--- config.mk ---
export PLATFORM = sky130hd
export DESIGN_NAME = pump_runtime_consumption_meter_flat
export DESIGN_NICKNAME = d
export VERILOG_FILES = /design/src/rtl/prcm_pkg.sv /design/src/rtl/prcm_if.sv /design/src/rtl/pump_runtime_consumption_meter.sv /design/src/flat_wrapper.sv
export SDC_FILE = /design/constraint.sdc
export NUM_CORES = 1
export LEC_CHECK = 0
export BUFFER_PORTS_ARGS = -buffer_cell sky130_fd_sc_hd__buf_2
export CAP_MARGIN = 40
export CORE_MARGIN = 4
export CORE_UTILIZATION = 60
export DETAILED_ROUTE_END_ITERATION = 12
export PLACE_DENSITY = 0.85
export SYNTH_ARGS = -nofsm -noshare
export SYNTH_HDL_FRONTEND = slang
export SYNTH_SLANG_ARGS = --single-unit
--- constraint.sdc ---
create_clock -name clk -period 8.9 [get_ports clk]
set_input_delay 1.78 -clock clk [delete_from_list [all_inputs] [get_ports clk]]
set_output_delay 1.78 -clock clk [all_outputs]
set_load 0.02 [all_outputs]
--- src/rtl/prcm_pkg.sv ---
// shared widths, register indexes and reset values of the pump runtime meter
`timescale 1ns / 1ps
`default_nettype none
package prcm_pkg;

  // field widths
  localparam int unsigned PULSE_W = 16;
  localparam int unsigned TIME_W  = 32;
  localparam int unsigned START_W = 16;
  localparam int unsigned CFG_W   = 16;
  localparam int unsigned CFG_IDX_W = 1;

  // configuration register indexes
  typedef enum logic [CFG_IDX_W-1:0] {
    CFG_PULSE_THRESHOLD = 1'b0,
    CFG_CONSUMPTION     = 1'b1
  } cfg_idx_t;

  // configuration reset values
  localparam logic [CFG_W-1:0] THRESHOLD_RST   = 16'd0;
  localparam logic [CFG_W-1:0] CONSUMPTION_RST = 16'd55;

endpackage
`default_nettype wire

--- src/rtl/prcm_if.sv ---
// beat channels of the pump runtime meter: tick input and result output
`timescale 1ns / 1ps
`default_nettype none
interface prcm_in_if;
  logic                           valid;
  logic                           ready;
  logic [prcm_pkg::PULSE_W-1:0]   pulse_count;
  logic                           at_midnight;
  logic                           clear_request;
  logic                           suspend;
  logic [prcm_pkg::TIME_W-1:0]    now_ms;

  modport source (
    output valid, pulse_count, at_midnight, clear_request, suspend, now_ms,
    input  ready
  );
  modport sink (
    input  valid, pulse_count, at_midnight, clear_request, suspend, now_ms,
    output ready
  );
endinterface

interface prcm_out_if;
  logic                           valid;
  logic                           ready;
  logic                           pump_on;
  logic                           pump_changed;
  logic [prcm_pkg::TIME_W-1:0]    work_time_total;
  logic [prcm_pkg::TIME_W-1:0]    work_time_day;
  logic [prcm_pkg::TIME_W-1:0]    work_time_prev;
  logic [prcm_pkg::TIME_W-1:0]    consumption_total;
  logic [prcm_pkg::TIME_W-1:0]    consumption_day;
  logic [prcm_pkg::TIME_W-1:0]    consumption_prev;
  logic [prcm_pkg::START_W-1:0]   start_count;
  logic [prcm_pkg::TIME_W-1:0]    last_run_ms;
  logic [prcm_pkg::TIME_W-1:0]    current_run_ms;
  logic [prcm_pkg::TIME_W-1:0]    current_consumption;

  modport source (
    output valid, pump_on, pump_changed, work_time_total, work_time_day,
           work_time_prev, consumption_total, consumption_day, consumption_prev,
           start_count, last_run_ms, current_run_ms, current_consumption,
    input  ready
  );
  modport sink (
    input  valid, pump_on, pump_changed, work_time_total, work_time_day,
           work_time_prev, consumption_total, consumption_day, consumption_prev,
           start_count, last_run_ms, current_run_ms, current_consumption,
    output ready
  );
endinterface
`default_nettype wire

--- src/rtl/pump_runtime_consumption_meter.sv ---
// pump runtime and fuel consumption meter top level
// an accepted tick beat passes the tick register, then the state/result register
// throughput: one tick per cycle while out_ch is not stalled; the tick register
// feeds the state registers, which form the result register: one update per cycle
// reset: synchronous active-low rst_n clears all counters, run state and both stages,
// threshold resets to 0 and consumption per second to 55
`timescale 1ns / 1ps
`default_nettype none
module pump_runtime_consumption_meter (
  input  wire logic                              clk,
  input  wire logic                              rst_n,
  prcm_in_if.sink                                in_ch,
  prcm_out_if.source                             out_ch,
  input  wire logic                              cfg_we,
  input  wire logic [prcm_pkg::CFG_IDX_W-1:0]    cfg_idx,
  input  wire logic [prcm_pkg::CFG_W-1:0]        cfg_wdata
);

  localparam int unsigned TW = prcm_pkg::TIME_W;
  localparam int unsigned SW = prcm_pkg::START_W;

  // configuration
  logic [prcm_pkg::CFG_W-1:0] threshold_r;
  logic [prcm_pkg::CFG_W-1:0] cps_r;

  // tick register
  logic                         in_vld_r;
  logic [prcm_pkg::PULSE_W-1:0] pulse_r;
  logic                         midnight_r;
  logic                         clear_r;
  logic                         suspend_r;
  logic [TW-1:0]                now_r;

  // state and result register
  logic          out_vld_r;
  logic          changed_r, changed_nxt;
  logic          running_r, running_nxt;
  logic [TW-1:0] sec_total_r, sec_total_nxt;
  logic [TW-1:0] sec_today_r, sec_today_nxt;
  logic [TW-1:0] sec_prev_r, sec_prev_nxt;
  logic [TW-1:0] fuel_total_r, fuel_total_nxt;
  logic [TW-1:0] fuel_today_r, fuel_today_nxt;
  logic [TW-1:0] fuel_prev_r, fuel_prev_nxt;
  logic [SW-1:0] starts_r, starts_nxt;
  logic [TW-1:0] run_start_r, run_start_nxt;
  logic [TW-1:0] run_len_r, run_len_nxt;
  logic [TW-1:0] last_run_r, last_run_nxt;
  logic [TW-1:0] run_fuel_r, run_fuel_nxt;

  logic          advance;
  logic          pump_on;
  logic [TW-1:0] cps_ext;

  // handshake: tick register moves on when the result slot is free or being taken
  assign advance      = in_vld_r && (!out_vld_r || out_ch.ready);
  assign in_ch.ready  = !in_vld_r || advance;
  assign cps_ext      = {{(TW - prcm_pkg::CFG_W){1'b0}}, cps_r};
  assign pump_on      = (pulse_r > threshold_r);

  // configuration writes
  always_ff @(posedge clk) begin
    if (!rst_n) begin
      threshold_r <= prcm_pkg::THRESHOLD_RST;
      cps_r       <= prcm_pkg::CONSUMPTION_RST;
    end else if (cfg_we) begin
      case (prcm_pkg::cfg_idx_t'(cfg_idx))
        prcm_pkg::CFG_PULSE_THRESHOLD: threshold_r <= cfg_wdata;
        prcm_pkg::CFG_CONSUMPTION:     cps_r       <= cfg_wdata;
        default: ;
      endcase
    end
  end

  // tick register
  always_ff @(posedge clk) begin
    if (!rst_n) begin
      in_vld_r <= 1'b0;
    end else if (in_ch.ready) begin
      in_vld_r <= in_ch.valid;
    end
  end

  always_ff @(posedge clk) begin
    if (in_ch.valid && in_ch.ready) begin
      pulse_r    <= in_ch.pulse_count;
      midnight_r <= in_ch.at_midnight;
      clear_r    <= in_ch.clear_request;
      suspend_r  <= in_ch.suspend;
      now_r      <= in_ch.now_ms;
    end
  end

  // per-tick update, skipped while suspended: rollover, edge handling, accumulation, clear
  always_comb begin
    changed_nxt    = 1'b0;
    running_nxt    = running_r;
    sec_total_nxt  = sec_total_r;
    sec_today_nxt  = sec_today_r;
    sec_prev_nxt   = sec_prev_r;
    fuel_total_nxt = fuel_total_r;
    fuel_today_nxt = fuel_today_r;
    fuel_prev_nxt  = fuel_prev_r;
    starts_nxt     = starts_r;
    run_start_nxt  = run_start_r;
    run_len_nxt    = run_len_r;
    last_run_nxt   = last_run_r;
    run_fuel_nxt   = run_fuel_r;

    if (!suspend_r) begin
      // midnight rollover
      if (midnight_r) begin
        sec_prev_nxt   = sec_today_r;
        sec_today_nxt  = '0;
        fuel_prev_nxt  = fuel_today_r;
        fuel_today_nxt = '0;
        starts_nxt     = '0;
      end

      // on/off edges
      running_nxt = pump_on;
      if (pump_on != running_r) begin
        changed_nxt  = 1'b1;
        run_fuel_nxt = '0;
        if (pump_on) begin
          starts_nxt    = starts_nxt + SW'(1);
          run_start_nxt = now_r;
        end else begin
          last_run_nxt = run_len_r;
          run_len_nxt  = '0;
        end
      end

      // accumulation while running
      if (pump_on) begin
        sec_total_nxt  = sec_total_nxt + TW'(1);
        sec_today_nxt  = sec_today_nxt + TW'(1);
        fuel_total_nxt = fuel_total_nxt + cps_ext;
        fuel_today_nxt = fuel_today_nxt + cps_ext;
        run_fuel_nxt   = run_fuel_nxt + cps_ext;
        run_len_nxt    = now_r - run_start_nxt;
      end

      // clear request
      if (clear_r) begin
        sec_total_nxt  = '0;
        sec_today_nxt  = '0;
        sec_prev_nxt   = '0;
        fuel_total_nxt = '0;
        fuel_today_nxt = '0;
        fuel_prev_nxt  = '0;
        starts_nxt     = '0;
      end
    end
  end

  // result valid flag
  always_ff @(posedge clk) begin
    if (!rst_n) begin
      out_vld_r <= 1'b0;
    end else if (advance) begin
      out_vld_r <= 1'b1;
    end else if (out_ch.ready) begin
      out_vld_r <= 1'b0;
    end
  end

  // state / result register
  always_ff @(posedge clk) begin
    if (!rst_n) begin
      changed_r    <= 1'b0;
      running_r    <= 1'b0;
      sec_total_r  <= '0;
      sec_today_r  <= '0;
      sec_prev_r   <= '0;
      fuel_total_r <= '0;
      fuel_today_r <= '0;
      fuel_prev_r  <= '0;
      starts_r     <= '0;
      run_start_r  <= '0;
      run_len_r    <= '0;
      last_run_r   <= '0;
      run_fuel_r   <= '0;
    end else if (advance) begin
      changed_r    <= changed_nxt;
      running_r    <= running_nxt;
      sec_total_r  <= sec_total_nxt;
      sec_today_r  <= sec_today_nxt;
      sec_prev_r   <= sec_prev_nxt;
      fuel_total_r <= fuel_total_nxt;
      fuel_today_r <= fuel_today_nxt;
      fuel_prev_r  <= fuel_prev_nxt;
      starts_r     <= starts_nxt;
      run_start_r  <= run_start_nxt;
      run_len_r    <= run_len_nxt;
      last_run_r   <= last_run_nxt;
      run_fuel_r   <= run_fuel_nxt;
    end
  end

  // result beat
  assign out_ch.valid               = out_vld_r;
  assign out_ch.pump_on             = running_r;
  assign out_ch.pump_changed        = changed_r;
  assign out_ch.work_time_total     = sec_total_r;
  assign out_ch.work_time_day       = sec_today_r;
  assign out_ch.work_time_prev      = sec_prev_r;
  assign out_ch.consumption_total   = fuel_total_r;
  assign out_ch.consumption_day     = fuel_today_r;
  assign out_ch.consumption_prev    = fuel_prev_r;
  assign out_ch.start_count         = starts_r;
  assign out_ch.last_run_ms         = last_run_r;
  assign out_ch.current_run_ms      = run_len_r;
  assign out_ch.current_consumption = run_fuel_r;

  // no run length or run fuel while the pump is off
  a_off_no_run : assert property (@(posedge clk) disable iff (!rst_n)
    !running_r |-> (run_len_r == '0) && (run_fuel_r == '0))
    else $error("run length or fuel nonzero while pump off");

  // a pending switch-on result shows a fresh run
  a_on_fresh : assert property (@(posedge clk) disable iff (!rst_n)
    out_vld_r && changed_r && running_r |-> (run_len_r == '0) && (run_fuel_r == cps_ext))
    else $error("switch-on result does not start a fresh run");

  // a stalled result keeps the state frozen
  a_stall_hold : assert property (@(posedge clk) disable iff (!rst_n)
    out_vld_r && !out_ch.ready |=> $stable(sec_total_r) && $stable(running_r)
                                   && $stable(fuel_total_r) && out_vld_r)
    else $error("state moved while result stalled");

  // a waiting tick is neither lost nor overwritten
  a_tick_hold : assert property (@(posedge clk) disable iff (!rst_n)
    in_vld_r && !advance |=> in_vld_r && $stable(now_r) && $stable(pulse_r))
    else $error("waiting tick lost");

  // a suspended tick leaves the accumulators untouched
  a_suspend : assert property (@(posedge clk) disable iff (!rst_n)
    advance && suspend_r |=> !changed_r && $stable(fuel_total_r) && $stable(starts_r))
    else $error("suspended tick changed state");

endmodule
`default_nettype wire
--- src/flat_wrapper.sv ---
// flat-port wrapper written by rule: the top's interface ports become plain ports
module pump_runtime_consumption_meter_flat 
  (clk, rst_n, cfg_we, cfg_idx, cfg_wdata, in_ch_valid, in_ch_pulse_count, in_ch_at_midnight, in_ch_clear_request, in_ch_suspend, in_ch_now_ms, in_ch_ready, out_ch_valid, out_ch_pump_on, out_ch_pump_changed, out_ch_work_time_total, out_ch_work_time_day, out_ch_work_time_prev, out_ch_consumption_total, out_ch_consumption_day, out_ch_consumption_prev, out_ch_start_count, out_ch_last_run_ms, out_ch_current_run_ms, out_ch_current_consumption, out_ch_ready);
  prcm_in_if in_ch_i ();
  prcm_out_if out_ch_i ();
  input  wire logic clk;
  input  wire logic rst_n;
  input  wire logic cfg_we;
  input  wire logic [prcm_pkg::CFG_IDX_W-1:0] cfg_idx;
  input  wire logic [prcm_pkg::CFG_W-1:0] cfg_wdata;
  input wire logic [$bits(in_ch_i.valid)-1:0] in_ch_valid;
  input wire logic [$bits(in_ch_i.pulse_count)-1:0] in_ch_pulse_count;
  input wire logic [$bits(in_ch_i.at_midnight)-1:0] in_ch_at_midnight;
  input wire logic [$bits(in_ch_i.clear_request)-1:0] in_ch_clear_request;
  input wire logic [$bits(in_ch_i.suspend)-1:0] in_ch_suspend;
  input wire logic [$bits(in_ch_i.now_ms)-1:0] in_ch_now_ms;
  output wire logic [$bits(in_ch_i.ready)-1:0] in_ch_ready;
  output wire logic [$bits(out_ch_i.valid)-1:0] out_ch_valid;
  output wire logic [$bits(out_ch_i.pump_on)-1:0] out_ch_pump_on;
  output wire logic [$bits(out_ch_i.pump_changed)-1:0] out_ch_pump_changed;
  output wire logic [$bits(out_ch_i.work_time_total)-1:0] out_ch_work_time_total;
  output wire logic [$bits(out_ch_i.work_time_day)-1:0] out_ch_work_time_day;
  output wire logic [$bits(out_ch_i.work_time_prev)-1:0] out_ch_work_time_prev;
  output wire logic [$bits(out_ch_i.consumption_total)-1:0] out_ch_consumption_total;
  output wire logic [$bits(out_ch_i.consumption_day)-1:0] out_ch_consumption_day;
  output wire logic [$bits(out_ch_i.consumption_prev)-1:0] out_ch_consumption_prev;
  output wire logic [$bits(out_ch_i.start_count)-1:0] out_ch_start_count;
  output wire logic [$bits(out_ch_i.last_run_ms)-1:0] out_ch_last_run_ms;
  output wire logic [$bits(out_ch_i.current_run_ms)-1:0] out_ch_current_run_ms;
  output wire logic [$bits(out_ch_i.current_consumption)-1:0] out_ch_current_consumption;
  input wire logic [$bits(out_ch_i.ready)-1:0] out_ch_ready;
  assign in_ch_i.valid = in_ch_valid;
  assign in_ch_i.pulse_count = in_ch_pulse_count;
  assign in_ch_i.at_midnight = in_ch_at_midnight;
  assign in_ch_i.clear_request = in_ch_clear_request;
  assign in_ch_i.suspend = in_ch_suspend;
  assign in_ch_i.now_ms = in_ch_now_ms;
  assign in_ch_ready = in_ch_i.ready;
  assign out_ch_valid = out_ch_i.valid;
  assign out_ch_pump_on = out_ch_i.pump_on;
  assign out_ch_pump_changed = out_ch_i.pump_changed;
  assign out_ch_work_time_total = out_ch_i.work_time_total;
  assign out_ch_work_time_day = out_ch_i.work_time_day;
  assign out_ch_work_time_prev = out_ch_i.work_time_prev;
  assign out_ch_consumption_total = out_ch_i.consumption_total;
  assign out_ch_consumption_day = out_ch_i.consumption_day;
  assign out_ch_consumption_prev = out_ch_i.consumption_prev;
  assign out_ch_start_count = out_ch_i.start_count;
  assign out_ch_last_run_ms = out_ch_i.last_run_ms;
  assign out_ch_current_run_ms = out_ch_i.current_run_ms;
  assign out_ch_current_consumption = out_ch_i.current_consumption;
  assign out_ch_i.ready = out_ch_ready;
  pump_runtime_consumption_meter u_core (.clk(clk), .rst_n(rst_n), .in_ch(in_ch_i), .out_ch(out_ch_i), .cfg_we(cfg_we), .cfg_idx(cfg_idx), .cfg_wdata(cfg_wdata));
endmodule
==> impl_summary.txt <==
----------------------------------------------------
[Critical path]
  Register-to-register setup slack ... approximately 2.1 ns
  Reg-to-reg startpoint ... u_core.pulse_r[13]
  Reg-to-reg critical path endpoint ... u_core.out_ch.current_run_ms[30]
  Buf/Inv on CP ... 3
  Slowest cell on crit path ... o21ai_0
  Critical path endpoint category ... flip-flop
  Crit path kind ... reg2reg
  Worst Path Max Fanout ... 37
  Largest stage delay on the critical path ... around 0.66 ns
  Cell Chain, Critical Path ... ha_1 > a21oi_1 > o21ai_0 > o31a_4 > inv_4 > ha_1 > inv_1 > nor2_1 > o31ai_4 > buf_4 > o21ai_0 > ha_1 > fa_1 > nand3b_1 > a21oi_1 > o211a_1 > o211a_1 > a2111oi_2 > nor3_1 > o2111ai_1 > nand3_1 > a31oi_1 > xor2_1 > o21ai_1
  Register-to-Register Path Depth ... 24
  Most numerous cell on the critical path ... ha_1
  Worst path top cell family by delay ... compound AO/OA/AOI/OAI gates
  Worst path arrival time ... approximately 7.2 ns
  Critical path required time ... approximately 9.3 ns
  Kind of start point of the critical path ... flip-flop

[Logic synthesis]
  Main synth FF type ... dfxtp_1
  Multiplexer fraction of the synthesized cell area ... 0.8058%
  Average cell area after synthesis ... ~8.2 um^2
  Share of async-settable or async-resettable flops after synthesis ... 0%
  Leading cell types by count after synthesis ... dfxtp_1, nand2_1, nor2_1, a21oi_1, clkbuf_1
  Sequential fraction of the synthesis area ... approximately 43%
  Largest family of logic cells by synthesized area ... simple AND/OR/NAND/NOR gates
  Synthesized netlist net count ... around 2700
  Area share of the largest cell type after synthesis ... about a third
  Netlist cell types ... 84
  Top cells by area, synth ... dfxtp_1, edfxtp_1, nand2_1
  Compound-Gate Fraction of Synth Area ... 19.04%
  Cell type with the largest total area after synthesis ... dfxtp_1
  Count of yosys warnings during synthesis ... 0
  Most frequent cell after synthesis ... dfxtp_1
  Number of flops mapped to enable cells by yosys ... ~50
  Gate Count Post-Synth ... 2564
  Total of flip-flops plus latches after synthesis ... ~420
  Synthesized cell area ... roughly 21000 um^2
  Fraction of the mapped netlist area in simple logic gates ... between 20% and 30%
  XOR/XNOR share of the synthesized area ... 5.143%
  Fraction of the mapped netlist area in adder cells ... between 5 and 6%

[STA]
  # setup viols final ... 0
  TNS Setup ... 0 ns
  Slew at the pin closest to its max-slew limit ... between 0.8 and 0.9 ns
  Maximum operating frequency ... approximately 150 MHz
  Final hold violation count ... 0
  Worst max-slew margin expressed relative to the limit ... a little over two fifths
  Setup ws final ... approximately 2.1 ns
  Setup repair after global routing missed its margin ... false
  Slew Limit Fails ... 0
  Final critical delay including setup and external delays ... 6.802 ns
  Hold_ws ... 0.4542 ns
  Share of the clock period used by the worst path after layout ... 76.43%
  Final clock skew ... between 0.02 and 0.025 ns

[Clock tree]
  Cts bufs inserted ... between 40 and 50
  Number of sinks handled by clock tree synthesis ... around 420
  Post-cts gate resize count ... 0
  CTS Hold Bufs ... 0
  H-tree level count ... 2
  Clock tree from TritonCTS ... built
  Later-pin clock latency in the skew report ... ~0.57 ns
  Worst-path clk slew ... roughly 0.060 ns
  Number of buffers added for setup after CTS ... 0
  Clock tree root driver cell ... clkbuf_16
  Largest buffer count on any clock path ... 3

[Floorplan]
  Floorplan die area ... 38260 um^2
  Starting density of the core ... 60.98%
  Ports ... around 380
  Die Y ... ~200 um
  Die width ... around 200 um
  Core Area ... between 30000 and 40000 um^2
  Number of placement rows ... between 60 and 70

[Global route]
  Number of global-route vias before repair ... between 15000 and 20000
  Wire length of the first global-routing pass ... 104.7 mm
  Gr usage total ... about a third
  Number of antenna violations at the first check in global routing ... 0
  Maximum number of pins on one net before global-route repair ... about 160
  GRT overflow ... 0

[Worst hold path]
  Depth of the worst hold-timing path ... 2
  Worst hold path class ... reg2reg
  Destination of the worst hold path ... u_core.out_ch.pump_changed
  Worst Hold Launch ... u_core.out_ch.pump_changed

[Final layout]
  Count of placed standard cells in the final layout, fillers left out ... between 3000 and 4000
  Fraction of layout cells with a size suffix above 1 ... roughly 18%
  Number of fill cells in the layout ... approximately 2700
  Number of nets in the final layout ... between 3000 and 4000
  Area grow syn2layout ... 18.02%

[Placed design]
  Port Buffers ... 380
  Setup slack after placement ... roughly 2.3 ns
  GP Congestion ... between 0.9 and 1
  HPWL after detailed placement ... 47.20 mm
  Number of cells after detailed placement ... approximately 3300

[Route]
  Remaining number of nets flagged by the antenna check after routing ... 0
  Number of detailed-routing iterations run before antenna repair ... 6
  Detailed Route Iter0 Violations ... 1963
  Average routed wire per standard cell ... between 15 and 20 um
  Average vias per placed instance ... 6.083
  Number of remaining DRC errors ... 0
  Via count ... between 20000 and 25000
  Final WL ... ~67 mm

[Power and ir drop]
  Highest ir drop seen on vdd ... around 0.19 mV
  Leak Pwr ... roughly 10 nW
  Pwr Density ... 181.7 nW/um^2

[Status]
  Outcome ... finished, final reports clean

[Flow run]
  Max-cap violations ... 0

----------------------------------------------------
[per-layer routing]
metal	global-route usage [%]	up-vias	share of wire, %
met5	0	-	0
met4	14.48	0	4.4
met3	6.453	184	9.3
met2	53.05	985	46
met1	43.95	9702	41
li1	-	9685	-
[cells by family after synthesis]
| kind of cell | Yosys count |
|---|---|
| muxes | 17 |
| xor gates and xnor gates | 124 |
| and+or+nand+nor | 1058 |
| adders and majority gates | 96 |
| AOI/OAI and AO/OA | 641 |
| DFF | 423 |
| buffers and inverters | 205 |
[cells in the final DEF, fill, tap and decap left out, types with 34 or more instances in the layout]
cell type / count
a22oi_1: 109
and3_1: 34
a21oi_1: 243
nor3_1: 55
dfxtp_1: 372
buf_2: 381
xor2_1: 53
ha_1: 86
a211oi_1: 34
o21ai_0: 107
nand2_1: 351
nand3_1: 77
nor2b_1: 66
nor2_1: 328
xnor2_1: 71
clkbuf_16: 47
inv_1: 69
edfxtp_1: 51
[report_power, final]
group | switching [mW] | internal (mW)
Sequential | 0.0395 | 1.97
Combinational | 0.361 | 0.189
Clock | 0.798 | 1.17
Total | 1.20 | 3.33
[worst max path at each step]
| stage | startpoint | end | slack (ns) | cells after the start |
|---|---|---|---|---|
| 2_1_floorplan | u_core.pulse_r[7] | u_core.out_ch.current_run_ms[30] | 2.86 | 28 |
| 3_3_place_gp | u_core.pulse_r[15] | u_core.out_ch.current_run_ms[30] | 2.57 | 24 |
| 3_5_place_dp | u_core.pulse_r[13] | u_core.out_ch.current_run_ms[30] | 2.29 | 24 |
| 4_1_cts | u_core.pulse_r[13] | u_core.out_ch.current_run_ms[30] | 2.23 | 24 |
| 5_1_grt | u_core.threshold_r[15] | u_core.out_ch.current_run_ms[28] | 1.70 | 25 |
| 6_report | u_core.pulse_r[13] | u_core.out_ch.current_run_ms[30] | 2.10 | 24 |
[stage by stage]
stage / total power [mW] / cell area, um^2 / util, %
3_3_place_gp: 2.570 / 23290 / 67.26
5_1_grt: 4.678 / 24920 / 71.96
2_1_floorplan: 2.422 / 21120 / -
6_report: 4.528 / 24920 / 71.97
4_1_cts: 4.534 / 24920 / 71.96
3_5_place_dp: 2.588 / 23370 / 67.49
[final cells by class]
class	count	area, um^2	share of cell area, %
clock inverter	25	297.8	1.195
tap	455	569.3	2.284
antenna	1	2.502	0.01004
timing repair buffer	409	2162	8.675
clock buffer	59	1251	5.020
sequential	423	8979	36.03
inverter	71	276.5	1.109
multi-input combinational	1936	11380	45.68
[tightest hold or removal path, stage by stage, from the launching register on]
cell and delay [ns]:
dfxtp_1 0.30, nand2_1 0.05, a21oi_1 0.05
[state kept, by name, summed over array words and instances (netlist names)]
name	count
u_core.out_ch.work_time_total	32
u_core.out_ch.consumption_total	32
u_core.threshold_r	16
u_core.cps_r	16
u_core.in_vld_r	1
u_core.clear_r	1
u_core.out_ch.valid	1
u_core.out_ch.consumption_day	32
u_core.run_start_r	32
u_core.out_ch.current_consumption	32
u_core.out_ch.pump_on	1
u_core.out_ch.consumption_prev	32
u_core.out_ch.work_time_prev	32
u_core.out_ch.start_count	16
u_core.out_ch.work_time_day	32
u_core.out_ch.current_run_ms	32
u_core.out_ch.last_run_ms	32
u_core.out_ch.pump_changed	1
u_core.pulse_r	16
u_core.now_r	32
u_core.suspend_r	1
u_core.midnight_r	1
Power figures use the tool's default switching activity.
